## src/design/sdb_pkg.sv

```systemverilog
`timescale 1ns / 1ps
// ---------------------------------------------------------------------------
// sdb_pkg
// Shared types and constants for the sliding DCT dominant-bin tracker.
// ---------------------------------------------------------------------------
package sdb_pkg;

    localparam int SAMPLE_W = 16;
    localparam int FILL_W   = 7;
    localparam int BIN_W    = 6;
    localparam int POWER_W  = 43;
    localparam int TOTAL_W  = 32;
    localparam int CFG_IDX_W  = 2;
    localparam int CFG_DATA_W = 7;

    localparam int MIN_WIN  = 8;
    localparam int MIN_NEED = 4;

    localparam logic [FILL_W-1:0] RST_WINDOW_LENGTH = 7'd64;
    localparam logic [FILL_W-1:0] RST_MIN_FILL      = 7'd16;
    localparam logic [BIN_W-1:0]  RST_MAX_BIN       = 6'd32;

    localparam logic [CFG_IDX_W-1:0] CFG_WINDOW_LENGTH = 2'd0;
    localparam logic [CFG_IDX_W-1:0] CFG_MIN_FILL      = 2'd1;
    localparam logic [CFG_IDX_W-1:0] CFG_MAX_BIN       = 2'd2;

    // CORDIC: 24 rotations, angles in binary turns (2^32 per turn)
    localparam int CORDIC_STEPS = 24;
    localparam int CORDIC_W     = 34;
    localparam int CNT_W        = 5;
    localparam logic signed [CORDIC_W-1:0] CORDIC_INV_GAIN = 34'sd652032874;
    localparam int DIV_STEPS    = 32;

    typedef enum logic [3:0] {
        S_IDLE,
        S_CHECK,
        S_BIN,
        S_RD,
        S_DIV,
        S_CINIT,
        S_COR,
        S_MUL,
        S_ACC,
        S_RND,
        S_SQ,
        S_CMP,
        S_DONE
    } t_state;

    typedef struct packed {
        logic accept;     // write sample, update pointer/fill/total
        logic cfg_wr;     // config write, clears history for a listed index
        logic bin_init;   // start bin sweep
        logic term_init;  // start sample sweep for current bin
        logic rd;         // ring read + divider load
        logic div_step;
        logic cor_init;
        logic cor_step;
        logic mul;
        logic acc;        // accumulate and advance to next sample
        logic rnd;
        logic sq;
        logic cmp;        // compare, commit on last bin, else next bin
        logic load_out;
    } t_cmd;

    typedef struct packed {
        logic ran;
        logic has_bins;
        logic div_last;
        logic cor_last;
        logic last_term;
        logic last_bin;
        logic out_busy;
    } t_stat;

    function automatic logic [29:0] atan_turn(input logic [CNT_W-1:0] i);
        logic [29:0] v;
        case (i)
            5'd0:  v = 30'd536870912;
            5'd1:  v = 30'd316933406;
            5'd2:  v = 30'd167458907;
            5'd3:  v = 30'd85004756;
            5'd4:  v = 30'd42667331;
            5'd5:  v = 30'd21354465;
            5'd6:  v = 30'd10679838;
            5'd7:  v = 30'd5340245;
            5'd8:  v = 30'd2670163;
            5'd9:  v = 30'd1335087;
            5'd10: v = 30'd667544;
            5'd11: v = 30'd333772;
            5'd12: v = 30'd166886;
            5'd13: v = 30'd83443;
            5'd14: v = 30'd41722;
            5'd15: v = 30'd20861;
            5'd16: v = 30'd10430;
            5'd17: v = 30'd5215;
            5'd18: v = 30'd2608;
            5'd19: v = 30'd1304;
            5'd20: v = 30'd652;
            5'd21: v = 30'd326;
            5'd22: v = 30'd163;
            5'd23: v = 30'd81;
            default: v = 30'd0;
        endcase
        return v;
    endfunction

endpackage

```

## src/design/sdb_ctrl.sv

```systemverilog
`timescale 1ns / 1ps
// ---------------------------------------------------------------------------
// sdb_ctrl
// Sequencer: walks bins, samples, divider and CORDIC steps of the datapath.
// ---------------------------------------------------------------------------
module sdb_ctrl (
    input  logic          i_clk,
    input  logic          i_rst_n,
    input  logic          i_valid,
    input  logic          i_cfg_valid,
    input  logic          i_ready,
    input  sdb_pkg::t_stat i_stat,
    output logic          o_ready,
    output logic          o_cfg_ready,
    output sdb_pkg::t_cmd o_cmd
);

    sdb_pkg::t_state r_state;
    sdb_pkg::t_state n_state;

    always_ff @(posedge i_clk) begin
        if (!i_rst_n) begin
            r_state <= sdb_pkg::S_IDLE;
        end else begin
            r_state <= n_state;
        end
    end

    always_comb begin
        n_state = r_state;
        case (r_state)
            sdb_pkg::S_IDLE: begin
                if (!i_cfg_valid && i_valid) n_state = sdb_pkg::S_CHECK;
            end
            sdb_pkg::S_CHECK: begin
                n_state = (i_stat.ran && i_stat.has_bins) ? sdb_pkg::S_BIN : sdb_pkg::S_DONE;
            end
            sdb_pkg::S_BIN:   n_state = sdb_pkg::S_RD;
            sdb_pkg::S_RD:    n_state = sdb_pkg::S_DIV;
            sdb_pkg::S_DIV: begin
                if (i_stat.div_last) n_state = sdb_pkg::S_CINIT;
            end
            sdb_pkg::S_CINIT: n_state = sdb_pkg::S_COR;
            sdb_pkg::S_COR: begin
                if (i_stat.cor_last) n_state = sdb_pkg::S_MUL;
            end
            sdb_pkg::S_MUL:   n_state = sdb_pkg::S_ACC;
            sdb_pkg::S_ACC: begin
                n_state = i_stat.last_term ? sdb_pkg::S_RND : sdb_pkg::S_RD;
            end
            sdb_pkg::S_RND:   n_state = sdb_pkg::S_SQ;
            sdb_pkg::S_SQ:    n_state = sdb_pkg::S_CMP;
            sdb_pkg::S_CMP: begin
                n_state = i_stat.last_bin ? sdb_pkg::S_DONE : sdb_pkg::S_BIN;
            end
            sdb_pkg::S_DONE: begin
                if (!i_stat.out_busy || i_ready) n_state = sdb_pkg::S_IDLE;
            end
            default: n_state = sdb_pkg::S_IDLE;
        endcase
    end

    always_comb begin
        o_cmd       = '0;
        o_ready     = 1'b0;
        o_cfg_ready = 1'b0;
        case (r_state)
            sdb_pkg::S_IDLE: begin
                o_cfg_ready = 1'b1;
                o_ready     = !i_cfg_valid;
                o_cmd.cfg_wr = i_cfg_valid;
                o_cmd.accept = !i_cfg_valid && i_valid;
            end
            sdb_pkg::S_CHECK: o_cmd.bin_init  = i_stat.ran && i_stat.has_bins;
            sdb_pkg::S_BIN:   o_cmd.term_init = 1'b1;
            sdb_pkg::S_RD:    o_cmd.rd        = 1'b1;
            sdb_pkg::S_DIV:   o_cmd.div_step  = 1'b1;
            sdb_pkg::S_CINIT: o_cmd.cor_init  = 1'b1;
            sdb_pkg::S_COR:   o_cmd.cor_step  = 1'b1;
            sdb_pkg::S_MUL:   o_cmd.mul       = 1'b1;
            sdb_pkg::S_ACC:   o_cmd.acc       = 1'b1;
            sdb_pkg::S_RND:   o_cmd.rnd       = 1'b1;
            sdb_pkg::S_SQ:    o_cmd.sq        = 1'b1;
            sdb_pkg::S_CMP:   o_cmd.cmp       = 1'b1;
            sdb_pkg::S_DONE:  o_cmd.load_out  = !i_stat.out_busy || i_ready;
            default: o_cmd = '0;
        endcase
    end

endmodule

```

## src/design/sdb_dp.sv

```systemverilog
`timescale 1ns / 1ps
// ---------------------------------------------------------------------------
// sdb_dp
// Datapath: sample ring, phase divider, CORDIC cosine, MAC, peak search.
// ---------------------------------------------------------------------------
module sdb_dp #(
    parameter int MAX_WINDOW = 64,
    parameter int K_MAX      = 32
) (
    input  logic                                 i_clk,
    input  logic                                 i_rst_n,
    input  sdb_pkg::t_cmd                        i_cmd,
    output sdb_pkg::t_stat                       o_stat,
    input  logic                                 i_ready,
    input  logic signed [sdb_pkg::SAMPLE_W-1:0]  i_sample,
    input  logic [sdb_pkg::CFG_IDX_W-1:0]        i_cfg_index,
    input  logic [sdb_pkg::CFG_DATA_W-1:0]       i_cfg_data,
    output logic                                 o_valid,
    output logic                                 o_analysed,
    output logic [sdb_pkg::BIN_W-1:0]            o_dominant_bin,
    output logic [sdb_pkg::POWER_W-1:0]          o_peak_power,
    output logic [sdb_pkg::FILL_W-1:0]           o_window_fill,
    output logic                                 o_bin_changed,
    output logic [sdb_pkg::BIN_W-1:0]            o_previous_bin,
    output logic [sdb_pkg::TOTAL_W-1:0]          o_total_samples
);

    localparam int AW   = (MAX_WINDOW > 1) ? $clog2(MAX_WINDOW) : 1;
    localparam int CW   = ((AW > sdb_pkg::FILL_W) ? AW : sdb_pkg::FILL_W) + 1;
    localparam int KCAP = (K_MAX < 63) ? K_MAX : 63;
    localparam int FW   = sdb_pkg::FILL_W;
    localparam int BW   = sdb_pkg::BIN_W;
    localparam int XW   = sdb_pkg::CORDIC_W;

    // config
    logic [FW-1:0] r_wl, r_mf;
    logic [BW-1:0] r_mb;

    // history
    logic [sdb_pkg::SAMPLE_W-1:0] r_ring [MAX_WINDOW];
    logic [CW-1:0]                r_wp;
    logic [FW-1:0]                r_fill;
    logic [BW-1:0]                r_best_bin, r_last_bin;
    logic [sdb_pkg::POWER_W-1:0]  r_best_pow;
    logic [sdb_pkg::TOTAL_W-1:0]  r_total;

    // sweep
    logic [BW-1:0]                r_k, r_win_k;
    logic [sdb_pkg::POWER_W-1:0]  r_win_p;
    logic                         r_found;
    logic [FW-1:0]                r_i;
    logic [CW-1:0]                r_idx;
    logic [8:0]                   r_ph;
    logic signed [sdb_pkg::SAMPLE_W-1:0] r_rd;

    // divider
    logic [9:0]                   r_rem;
    logic [31:0]                  r_q;
    logic [sdb_pkg::CNT_W-1:0]    r_dcnt;

    // cordic
    logic signed [XW-1:0]         r_x, r_y, r_z;
    logic                         r_neg;
    logic [sdb_pkg::CNT_W-1:0]    r_ccnt;

    // mac
    logic signed [33:0]           r_prod;
    logic signed [40:0]           r_acc;
    logic signed [25:0]           r_coef;
    logic [sdb_pkg::POWER_W-1:0]  r_pow;

    // output register
    logic                         r_o_valid;

    // ---------------- combinational helpers ----------------
    logic [CW-1:0] w_win, w_fill, w_wp_eff, w_wp_inc;
    logic [FW-1:0] w_need, w_lim;
    logic [9:0]    w_ph_sum, w_dtry;
    logic [8:0]    w_div;
    logic [31:0]   w_turn_fold;
    logic signed [XW-1:0] w_dx, w_dy, w_at, w_xr;
    logic signed [18:0]   w_cr;
    logic signed [17:0]   w_cos;
    logic signed [33:0]   w_ma, w_mb;
    logic signed [40:0]   w_ar;
    logic signed [51:0]   w_sq;
    logic [BW-1:0]        w_nk;
    logic [sdb_pkg::POWER_W-1:0] w_np;

    always_comb begin
        if (int'(r_wl) < sdb_pkg::MIN_WIN) begin
            w_win = CW'(sdb_pkg::MIN_WIN);
        end else if (int'(r_wl) > MAX_WINDOW) begin
            w_win = CW'(MAX_WINDOW);
        end else begin
            w_win = CW'(r_wl);
        end
        w_fill   = CW'(r_fill);
        w_wp_eff = (r_wp >= w_win) ? '0 : r_wp;
        w_wp_inc = (w_wp_eff + 1'b1 == w_win) ? '0 : w_wp_eff + 1'b1;

        w_need = (int'(r_mf) < sdb_pkg::MIN_NEED) ? FW'(sdb_pkg::MIN_NEED) : r_mf;
        w_lim  = FW'(r_mb);
        if (KCAP < int'(w_lim)) w_lim = FW'(KCAP);
        if ((r_fill >> 1) < w_lim) w_lim = r_fill >> 1;

        // phase step: (2i+1)k mod 4N, one conditional subtract
        w_div    = {r_fill, 2'b00};
        w_ph_sum = {1'b0, r_ph} + {3'b000, r_k, 1'b0};
        if (w_ph_sum >= {1'b0, w_div}) w_ph_sum = w_ph_sum - {1'b0, w_div};

        w_dtry = {r_rem[8:0], 1'b0};

        w_turn_fold = r_q + 32'h8000_0000;

        w_dx = r_y >>> r_ccnt;
        w_dy = r_x >>> r_ccnt;
        w_at = XW'(sdb_pkg::atan_turn(r_ccnt));

        // cosine: round x to Q1.15, apply fold sign, clamp
        w_xr = r_x + XW'(16384);
        w_cr = w_xr[XW-1:15];
        if (r_neg) w_cr = -w_cr;
        if (w_cr > 19'sd32768) begin
            w_cos = 18'sd32768;
        end else if (w_cr < -19'sd32768) begin
            w_cos = -18'sd32768;
        end else begin
            w_cos = w_cr[17:0];
        end
        w_ma = {{18{r_rd[15]}}, r_rd};
        w_mb = {{16{w_cos[17]}}, w_cos};

        w_ar = r_acc + 41'sd16384;
        w_sq = {{26{r_coef[25]}}, r_coef} * {{26{r_coef[25]}}, r_coef};

        if (!r_found || r_pow > r_win_p) begin
            w_nk = r_k;
            w_np = r_pow;
        end else begin
            w_nk = r_win_k;
            w_np = r_win_p;
        end
    end

    assign o_stat.ran       = r_fill >= w_need;
    assign o_stat.has_bins  = w_lim != '0;
    assign o_stat.div_last  = r_dcnt == sdb_pkg::CNT_W'(sdb_pkg::DIV_STEPS - 1);
    assign o_stat.cor_last  = r_ccnt == sdb_pkg::CNT_W'(sdb_pkg::CORDIC_STEPS - 1);
    assign o_stat.last_term = r_i == r_fill - 1'b1;
    assign o_stat.last_bin  = FW'(r_k) == w_lim;
    assign o_stat.out_busy  = r_o_valid;

    // ---------------- ring memory ----------------
    always_ff @(posedge i_clk) begin
        if (i_cmd.accept) r_ring[w_wp_eff[AW-1:0]] <= i_sample;
        if (i_cmd.rd)     r_rd <= r_ring[r_idx[AW-1:0]];
    end

    // ---------------- control-side state ----------------
    always_ff @(posedge i_clk) begin
        if (!i_rst_n) begin
            r_wl       <= sdb_pkg::RST_WINDOW_LENGTH;
            r_mf       <= sdb_pkg::RST_MIN_FILL;
            r_mb       <= sdb_pkg::RST_MAX_BIN;
            r_wp       <= '0;
            r_fill     <= '0;
            r_best_bin <= '0;
            r_last_bin <= '0;
            r_best_pow <= '0;
            r_total    <= '0;
            r_o_valid  <= 1'b0;
        end else begin
            if (i_cmd.cfg_wr) begin
                case (i_cfg_index)
                    sdb_pkg::CFG_WINDOW_LENGTH: r_wl <= i_cfg_data;
                    sdb_pkg::CFG_MIN_FILL:      r_mf <= i_cfg_data;
                    sdb_pkg::CFG_MAX_BIN:       r_mb <= i_cfg_data[BW-1:0];
                    default: ;
                endcase
                if (i_cfg_index == sdb_pkg::CFG_WINDOW_LENGTH ||
                    i_cfg_index == sdb_pkg::CFG_MIN_FILL ||
                    i_cfg_index == sdb_pkg::CFG_MAX_BIN) begin
                    r_wp       <= '0;
                    r_fill     <= '0;
                    r_best_bin <= '0;
                    r_last_bin <= '0;
                    r_best_pow <= '0;
                end
            end
            if (i_cmd.accept) begin
                r_total <= r_total + 1'b1;
                r_wp    <= w_wp_inc;
                if (w_fill < w_win) r_fill <= r_fill + 1'b1;
            end
            if (i_cmd.cmp && o_stat.last_bin) begin
                r_best_bin <= w_nk;
                r_best_pow <= w_np;
            end
            if (i_cmd.load_out) begin
                r_o_valid <= 1'b1;
                if (o_stat.ran) r_last_bin <= r_best_bin;
            end else if (i_ready) begin
                r_o_valid <= 1'b0;
            end
        end
    end

    // ---------------- sweep datapath ----------------
    always_ff @(posedge i_clk) begin
        if (i_cmd.bin_init) begin
            r_k     <= BW'(1);
            r_found <= 1'b0;
            r_win_k <= '0;
            r_win_p <= '0;
        end
        if (i_cmd.term_init) begin
            r_i   <= '0;
            r_ph  <= 9'(r_k);
            r_acc <= '0;
            r_idx <= (r_wp >= w_fill) ? r_wp - w_fill : r_wp + w_win - w_fill;
        end
        if (i_cmd.rd) begin
            r_rem  <= {1'b0, r_ph};
            r_q    <= '0;
            r_dcnt <= '0;
        end
        if (i_cmd.div_step) begin
            r_dcnt <= r_dcnt + 1'b1;
            if (w_dtry >= {1'b0, w_div}) begin
                r_rem <= w_dtry - {1'b0, w_div};
                r_q   <= {r_q[30:0], 1'b1};
            end else begin
                r_rem <= w_dtry;
                r_q   <= {r_q[30:0], 1'b0};
            end
        end
        if (i_cmd.cor_init) begin
            r_x    <= sdb_pkg::CORDIC_INV_GAIN;
            r_y    <= '0;
            r_ccnt <= '0;
            // fold into the right half-plane when the angle lies in the left one
            if (((r_q + 32'h4000_0000) & 32'h8000_0000) != 32'd0) begin
                r_neg <= 1'b1;
                r_z   <= {{2{w_turn_fold[31]}}, w_turn_fold};
            end else begin
                r_neg <= 1'b0;
                r_z   <= {{2{r_q[31]}}, r_q};
            end
        end
        if (i_cmd.cor_step) begin
            r_ccnt <= r_ccnt + 1'b1;
            if (!r_z[XW-1]) begin
                r_x <= r_x - w_dx;
                r_y <= r_y + w_dy;
                r_z <= r_z - w_at;
            end else begin
                r_x <= r_x + w_dx;
                r_y <= r_y - w_dy;
                r_z <= r_z + w_at;
            end
        end
        if (i_cmd.mul) r_prod <= w_ma * w_mb;
        if (i_cmd.acc) begin
            r_acc <= r_acc + {{7{r_prod[33]}}, r_prod};
            r_i   <= r_i + 1'b1;
            r_ph  <= w_ph_sum[8:0];
            r_idx <= (r_idx + 1'b1 == w_win) ? '0 : r_idx + 1'b1;
        end
        if (i_cmd.rnd) r_coef <= w_ar[40:15];
        if (i_cmd.sq)  r_pow  <= w_sq[sdb_pkg::POWER_W-1:0];
        if (i_cmd.cmp) begin
            r_found <= 1'b1;
            r_win_k <= w_nk;
            r_win_p <= w_np;
            r_k     <= r_k + 1'b1;
        end
        if (i_cmd.load_out) begin
            o_analysed      <= o_stat.ran;
            o_dominant_bin  <= r_best_bin;
            o_peak_power    <= r_best_pow;
            o_window_fill   <= r_fill;
            o_bin_changed   <= o_stat.ran && (r_best_bin != r_last_bin);
            o_previous_bin  <= r_last_bin;
            o_total_samples <= r_total;
        end
    end

    assign o_valid = r_o_valid;

endmodule

```

## src/design/sliding_dct_dominant_bin.sv

```systemverilog
`timescale 1ns / 1ps
// ---------------------------------------------------------------------------
// sliding_dct_dominant_bin
// Sliding-window DCT-II tracker reporting the strongest bin per sample.
// ---------------------------------------------------------------------------
// Channel   Direction  Handshake                  Payload
// input     in         i_valid / o_ready          i_sample
// result    out        o_valid / i_ready          o_analysed .. o_total_samples
// config    in         i_cfg_valid / o_cfg_ready  i_cfg_index, i_cfg_data
//
// One transaction at a time. An item that does not analyse skips the bin
// sweep. An analysed item with fill N sweeps K bins over N terms each:
// each term is a ring read, a restoring divider for the
// phase, 24 CORDIC rotations and a multiply-accumulate. The shared divider and
// CORDIC dominate the sweep. The result sits in an output register, so a new
// input transaction is taken while it waits. Synchronous active-low reset;
// the ring needs no clearing since only written entries are ever read.
// ---------------------------------------------------------------------------
module sliding_dct_dominant_bin #(
    parameter int MAX_WINDOW = 64,
    parameter int K_MAX      = 32
) (
    input  logic                                 i_clk,
    input  logic                                 i_rst_n,
    input  logic                                 i_valid,
    output logic                                 o_ready,
    input  logic signed [sdb_pkg::SAMPLE_W-1:0]  i_sample,
    output logic                                 o_valid,
    input  logic                                 i_ready,
    output logic                                 o_analysed,
    output logic [sdb_pkg::BIN_W-1:0]            o_dominant_bin,
    output logic [sdb_pkg::POWER_W-1:0]          o_peak_power,
    output logic [sdb_pkg::FILL_W-1:0]           o_window_fill,
    output logic                                 o_bin_changed,
    output logic [sdb_pkg::BIN_W-1:0]            o_previous_bin,
    output logic [sdb_pkg::TOTAL_W-1:0]          o_total_samples,
    input  logic                                 i_cfg_valid,
    output logic                                 o_cfg_ready,
    input  logic [sdb_pkg::CFG_IDX_W-1:0]        i_cfg_index,
    input  logic [sdb_pkg::CFG_DATA_W-1:0]       i_cfg_data
);

    sdb_pkg::t_cmd  w_cmd;
    sdb_pkg::t_stat w_stat;

    // sequencer: config has priority over a sample in the same cycle
    sdb_ctrl u_ctrl (
        .i_clk       (i_clk),
        .i_rst_n     (i_rst_n),
        .i_valid     (i_valid),
        .i_cfg_valid (i_cfg_valid),
        .i_ready     (i_ready),
        .i_stat      (w_stat),
        .o_ready     (o_ready),
        .o_cfg_ready (o_cfg_ready),
        .o_cmd       (w_cmd)
    );

    sdb_dp #(
        .MAX_WINDOW (MAX_WINDOW),
        .K_MAX      (K_MAX)
    ) u_dp (
        .i_clk           (i_clk),
        .i_rst_n         (i_rst_n),
        .i_cmd           (w_cmd),
        .o_stat          (w_stat),
        .i_ready         (i_ready),
        .i_sample        (i_sample),
        .i_cfg_index     (i_cfg_index),
        .i_cfg_data      (i_cfg_data),
        .o_valid         (o_valid),
        .o_analysed      (o_analysed),
        .o_dominant_bin  (o_dominant_bin),
        .o_peak_power    (o_peak_power),
        .o_window_fill   (o_window_fill),
        .o_bin_changed   (o_bin_changed),
        .o_previous_bin  (o_previous_bin),
        .o_total_samples (o_total_samples)
    );

endmodule

```

## config.mk

```make
export PLATFORM = sky130hd
export DESIGN_NAME = sliding_dct_dominant_bin
export DESIGN_NICKNAME = d
export VERILOG_FILES = /design/src/design/sdb_pkg.sv /design/src/design/sdb_ctrl.sv /design/src/design/sdb_dp.sv /design/src/design/sliding_dct_dominant_bin.sv
export SDC_FILE = /design/constraint.sdc
export NUM_CORES = 2
export LEC_CHECK = 0
export BUFFER_PORTS_ARGS = -buffer_cell sky130_fd_sc_hd__buf_2
export CAP_MARGIN = 10
export CORE_MARGIN = 5
export CORE_UTILIZATION = 50
export DETAILED_ROUTE_END_ITERATION = 12
export PLACE_DENSITY = 0.69
export SLEW_MARGIN = 30
export SYNTH_ARGS = -nofsm -noshare
export SYNTH_HDL_FRONTEND = slang
export SYNTH_SLANG_ARGS = --single-unit
```

## constraint.sdc

```tcl
create_clock -name i_clk -period 9.7 [get_ports i_clk]
set_input_delay 0.485 -clock i_clk [delete_from_list [all_inputs] [get_ports i_clk]]
set_output_delay 0.485 -clock i_clk [all_outputs]
set_load 0.03 [all_outputs]
```

==> tab_implementation.tex <==
\begin{tabular}{lr}
\hline
Metric & Value \\
\hline
\multicolumn{2}{l}{\textbf{Clock network}} \\
\quad Cell at the root of the clock tree & sky130\_fd\_sc\_hd\_\_clkbuf\_16 \\
\quad TritonCTS clock tree & yes \\
\quad TritonCTS buffer count & 175 \\
\quad Maximum buffer depth of the clock tree & 3 \\
\quad Clock-pin slew reported for the worst setup and hold paths after clock tree synthesis & 0.06 ns \\
\quad CTS sink count & 1,670 \\
\quad Clock network latency to the later pin of the worst-skew pair & 0.86 ns \\
\quad Deepest level of the CTS H-tree & 4 \\
\multicolumn{2}{l}{\textbf{Global route}} \\
\quad GRT Residual Overflow & 0 \\
\quad Overall track demand over capacity in global routing & 23.4\% \\
\quad Initial antenna violation count & 3 \\
\quad Vias in the first global route & 73,193 \\
\quad Met1 Resource Use GR & 30.9\% \\
\quad First-pass GRT wire length & 424 mm \\
\quad Global Route met3 Usage & 3.43\% \\
\quad Routing usage on met2 & 40.0\% \\
\quad Pin count of the biggest net entering global routing & 160 \\
\quad Global routing's busiest layer & met2 \\
\multicolumn{2}{l}{\textbf{Timing}} \\
\quad Hold Violations, Final & 0 \\
\quad Final critical-path setup slack & 0.482 ns \\
\quad Final number of max-transition violations & 0 \\
\quad Slew at the pin closest to its max-slew limit & 1.08 ns \\
\quad Tcrit/Tclk final & 95.0\% \\
\quad Worst clock skew & 0.0794 ns \\
\quad Final worst path period need & 9.22 ns \\
\quad Top achievable clock speed & 108 MHz \\
\quad Final count of negative-setup-slack endpoints & 0 \\
\quad Slew headroom & 28.2\% \\
\quad Worst-case hold slack & 0.0761 ns \\
\multicolumn{2}{l}{\textbf{Setup path}} \\
\quad Data required time of the worst path & 10.23 ns \\
\quad Worst endpoint data arrival time & 9.75 ns \\
\quad Maximum single-stage delay on the critical path & 0.53 ns \\
\quad Reg2reg start & u\_dp.r\_x[20] \\
\quad Endpoint of the lowest-slack register-to-register path & u\_dp.r\_prod[33] \\
\quad Class of the most critical setup path & reg -> reg \\
\quad Worst reg2reg setup slack & 0.48 ns \\
\quad Kind of end point of the critical path & flip-flop \\
\quad Largest fanout on the critical path & 9 \\
\quad Library cell contributing the largest single delay on the critical path & sky130\_fd\_sc\_hd\_\_fa\_1 \\
\quad CP startpoint kind & flip-flop \\
\quad Most frequent cell on the critical path & sky130\_fd\_sc\_hd\_\_fa\_1 \\
\quad Worst reg2reg path depth & 37 \\
\multicolumn{2}{l}{\textbf{Run status}} \\
\quad Run status & completed \\
\multicolumn{2}{l}{\textbf{Final layout}} \\
\quad Fin nets & 10,417 \\
\quad Count of filler cells inserted in the layout & 17,881 \\
\quad Final cell area excluding filler cells & 122,000 sq um \\
\quad Fin cells & 12,143 \\
\quad Area delta synth->final & 10.4\% \\
\quad Layout cell share with drive strength beyond 1 & 13.3\% \\
\multicolumn{2}{l}{\textbf{Worst hold path}} \\
\quad Hold Crit Class & in -> reg \\
\quad Hold path endpoint & u\_dp.r\_mb[5] \\
\quad Worst hold start & i\_rst\_n \\
\quad Cell depth of the worst hold path & 2 \\
\multicolumn{2}{l}{\textbf{Placed design}} \\
\quad Pre-CTS setup slack & -0.144 ns \\
\quad Placer Congestion & 0.923 \\
\quad Number of buffer cells added on primary ports & 128 \\
\quad Dpl cells & 11,782 \\
\quad Post-placement cell area & 116,000 sq um \\
\quad Placed wire-length estimate & 192 mm \\
\multicolumn{2}{l}{\textbf{Synth}} \\
\quad Number of different library cells in the post-synthesis netlist & 101 \\
\quad Fraction of registers with async set/reset & 0\% \\
\quad Register area share after synthesis & 43.9\% \\
\quad Number of synthesized register bits & 1,670 \\
\quad Syn Std Cell Area & 111,000 sq um \\
\quad Synthesized area per cell & 12.5 sq um \\
\quad Flip-flop cell with the highest count after synthesis & sky130\_fd\_sc\_hd\_\_edfxtp\_1 \\
\quad Number of enable-type register cells in the synthesized netlist & 1,512 \\
\quad Yosys warnings & 0 \\
\quad Count of mapped cells out of synthesis & 8,864 \\
\quad Synthesized net count & 10,246 \\
\multicolumn{2}{l}{\textbf{Route}} \\
\quad Number of vias per cell & 5.77 \\
\quad Drt total wl & 270 mm \\
\quad Detailed-router iteration count before antenna repair & 6 \\
\quad Vias after detailed routing & 70,047 \\
\quad Number of DRC violations after detailed routing & 0 \\
\quad Starting DRT DRC Count & 5,956 \\
\quad Number of nets still failing antenna checks after routing & 0 \\
\quad Average wire per cell in the routed design & 22.2 microns \\
\multicolumn{2}{l}{\textbf{Die}} \\
\quad Die area & 231,000 sq um \\
\quad Core Box Area & 220,000 sq um \\
\quad Height of the chip & 481 microns \\
\quad Horiz. Die Dim & 481 microns \\
\quad Initial core utilization & 50.3\% \\
\quad Boundary Pins & 129 \\
\quad Std cell rows & 172 \\
\multicolumn{2}{l}{\textbf{Flow run}} \\
\quad Max\_cap viols & 0 \\
\hline
\end{tabular}
## kinds of logic (layout without fill, tap and decap cells)
group | count (synthesis) | count (layout) | synth area share (%)
and+or+nand+nor | 2144 | 2144 | 9.40
DFF | 1670 | 1670 | 43.9
buffers and inverters | 1510 | 1828 | 5.22
adders and majority gates | 1352 | 1352 | 21.1
AOI/OAI and AO/OA | 1152 | 1152 | 6.71
muxes | 571 | 571 | 9.98
xor gates and xnor gates | 465 | 465 | 3.68
other | 0 | 3 | 0
## synth_stat cells (24+ instances only)
master                         n  area [sq um]
sky130_fd_sc_hd__nor2b_1      52           325
sky130_fd_sc_hd__or3_1        24           150
sky130_fd_sc_hd__dfxtp_1     158          3160
sky130_fd_sc_hd__mux4_2      423          9530
sky130_fd_sc_hd__o21ai_0     240          1200
sky130_fd_sc_hd__a211oi_1     41           308
sky130_fd_sc_hd__ha_1        488          6110
sky130_fd_sc_hd__nand3_1     108           541
sky130_fd_sc_hd__a21o_1      138          1040
sky130_fd_sc_hd__o21bai_1     34           255
sky130_fd_sc_hd__o211ai_1     29           218
sky130_fd_sc_hd__a31oi_1      57           357
sky130_fd_sc_hd__and2_1      324          2030
sky130_fd_sc_hd__nand2b_1     57           357
sky130_fd_sc_hd__nor2_1      582          2180
sky130_fd_sc_hd__xnor2_1     277          2430
sky130_fd_sc_hd__and3_1       90           563
sky130_fd_sc_hd__nor4_1       32           200
sky130_fd_sc_hd__mux2_2       30           338
sky130_fd_sc_hd__edfxtp_1   1512         45400
sky130_fd_sc_hd__o2bb2ai_1    51           447
sky130_fd_sc_hd__fa_1        864         17300
sky130_fd_sc_hd__xor2_1      188          1650
sky130_fd_sc_hd__mux2i_1     116          1160
sky130_fd_sc_hd__clkbuf_1    276          1040
sky130_fd_sc_hd__o21a_1       50           375
sky130_fd_sc_hd__nand4_1      52           325
sky130_fd_sc_hd__o22ai_1      25           156
sky130_fd_sc_hd__buf_2        41           205
sky130_fd_sc_hd__buf_1        50           188
sky130_fd_sc_hd__inv_1      1125          4220
sky130_fd_sc_hd__a21oi_1     313          1570
sky130_fd_sc_hd__nor3_1      116           581
sky130_fd_sc_hd__nand2_1     600          2250
## how the worst max path moves through the flow
stage	start	endpoint	slack [ns]	depth (start not counted)
6_report	u_dp.r_x[20]	u_dp.r_prod[33]	0.48	37
4_1_cts	u_dp.r_x[15]	u_dp.r_prod[32]	0.001	36
3_5_place_dp	u_dp.r_x[15]	u_dp.r_prod[33]	-0.14	34
5_1_grt	u_dp.r_x[20]	u_dp.r_prod[32]	-0.05	40
3_3_place_gp	u_dp.r_x[14]	u_dp.r_prod[33]	0.08	34
2_1_floorplan	u_dp.r_x[14]	u_dp.r_prod[32]	0.71	36
## through the flow
| stage | utilization [%] | TNS (ns) |
|---|---|---|
| floorplan | - | 0 |
| global placement | 52.4 | 0 |
| detailed placement | 52.5 | -0.327 |
| CTS | 55.4 | 0 |
| global route | 55.6 | -0.0892 |
| finish | 55.6 | 0 |
## placed cells by master (no fill, tap or decap), types with 24 or more instances in the layout
cell / count
sky130_fd_sc_hd__a211oi_1: 39
sky130_fd_sc_hd__a21o_1: 138
sky130_fd_sc_hd__a21oi_1: 309
sky130_fd_sc_hd__a31oi_1: 55
sky130_fd_sc_hd__and2_1: 324
sky130_fd_sc_hd__and3_1: 90
sky130_fd_sc_hd__buf_2: 113
sky130_fd_sc_hd__buf_4: 226
sky130_fd_sc_hd__clkbuf_1: 24
sky130_fd_sc_hd__clkbuf_16: 177
sky130_fd_sc_hd__clkinv_1: 38
sky130_fd_sc_hd__clkinv_2: 24
sky130_fd_sc_hd__dfxtp_1: 158
sky130_fd_sc_hd__edfxtp_1: 1512
sky130_fd_sc_hd__fa_1: 864
sky130_fd_sc_hd__ha_1: 486
sky130_fd_sc_hd__inv_1: 1124
sky130_fd_sc_hd__mux2_2: 30
sky130_fd_sc_hd__mux2i_1: 116
sky130_fd_sc_hd__mux4_2: 423
sky130_fd_sc_hd__nand2_1: 599
sky130_fd_sc_hd__nand2b_1: 57
sky130_fd_sc_hd__nand3_1: 105
sky130_fd_sc_hd__nand4_1: 52
sky130_fd_sc_hd__nor2_1: 558
sky130_fd_sc_hd__nor2b_1: 50
sky130_fd_sc_hd__nor3_1: 111
sky130_fd_sc_hd__o211ai_1: 29
sky130_fd_sc_hd__o21a_1: 50
sky130_fd_sc_hd__o21ai_0: 237
sky130_fd_sc_hd__o21bai_1: 34
sky130_fd_sc_hd__o2bb2ai_1: 51
sky130_fd_sc_hd__xnor2_1: 275
sky130_fd_sc_hd__xor2_1: 188
## registers in the layout, summed over array words and instances, names as in the netlist, 9 cells and up
register and count:
u_dp.o_peak_power 43, u_dp.o_total_samples 32, u_dp.r_acc 41, u_dp.r_best_pow 43, u_dp.r_coef 26, u_dp.r_ph 9, u_dp.r_pow 42, u_dp.r_prod 34
u_dp.r_q 32, u_dp.r_rd 16, u_dp.r_rem 9, u_dp.r_ring 1024, u_dp.r_total 32, u_dp.r_win_p 43, u_dp.r_x 34, u_dp.r_y 34
u_dp.r_z 34, u_dp.w_at 30
## critical path: cells and delay by family (launching register included)
| kind | cells | cell delay [ns] |
|---|---|---|
| DFF | 1 | 0.50 |
| muxes | 1 | 0.16 |
| buffers and inverters | 8 | 0.84 |
| adders and majority gates | 7 | 3.12 |
| and+or+nand+nor | 9 | 1.80 |
| AOI/OAI and AO/OA | 11 | 2.34 |
| xor gates and xnor gates | 1 | 0.12 |
## metal layers
metal / wire length (microns) / up-vias
li1: - / 31444
met4: 9240 / 0
met2: 135000 / 2377
met1: 110000 / 35757
met5: 0 / -
met3: 15800 / 469
## layout make-up
cell class | count | area [sq um] | share of cell area [%]
inverter | 1134 | 4260 | 3.48
timing repair buffer | 370 | 2770 | 2.26
antenna | 3 | 7.51 | 0.00614
multi-input combinational | 5684 | 56800 | 46.5
sequential | 1670 | 48600 | 39.7
tap | 2958 | 3700 | 3.03
clock inverter | 115 | 1520 | 1.24
clock buffer | 209 | 4630 | 3.79
## timing repair
item	CTS	global route
hold buffers	8	0
hold endpoints to repair	21	0
resized for setup	3	28
buffers inserted	0	21
pin swaps	0	12
endpoints found under the setup margin	4	11
Power is not shown: default switching activity piles up to over one toggle a cycle in this logic, so the estimate is an artifact.
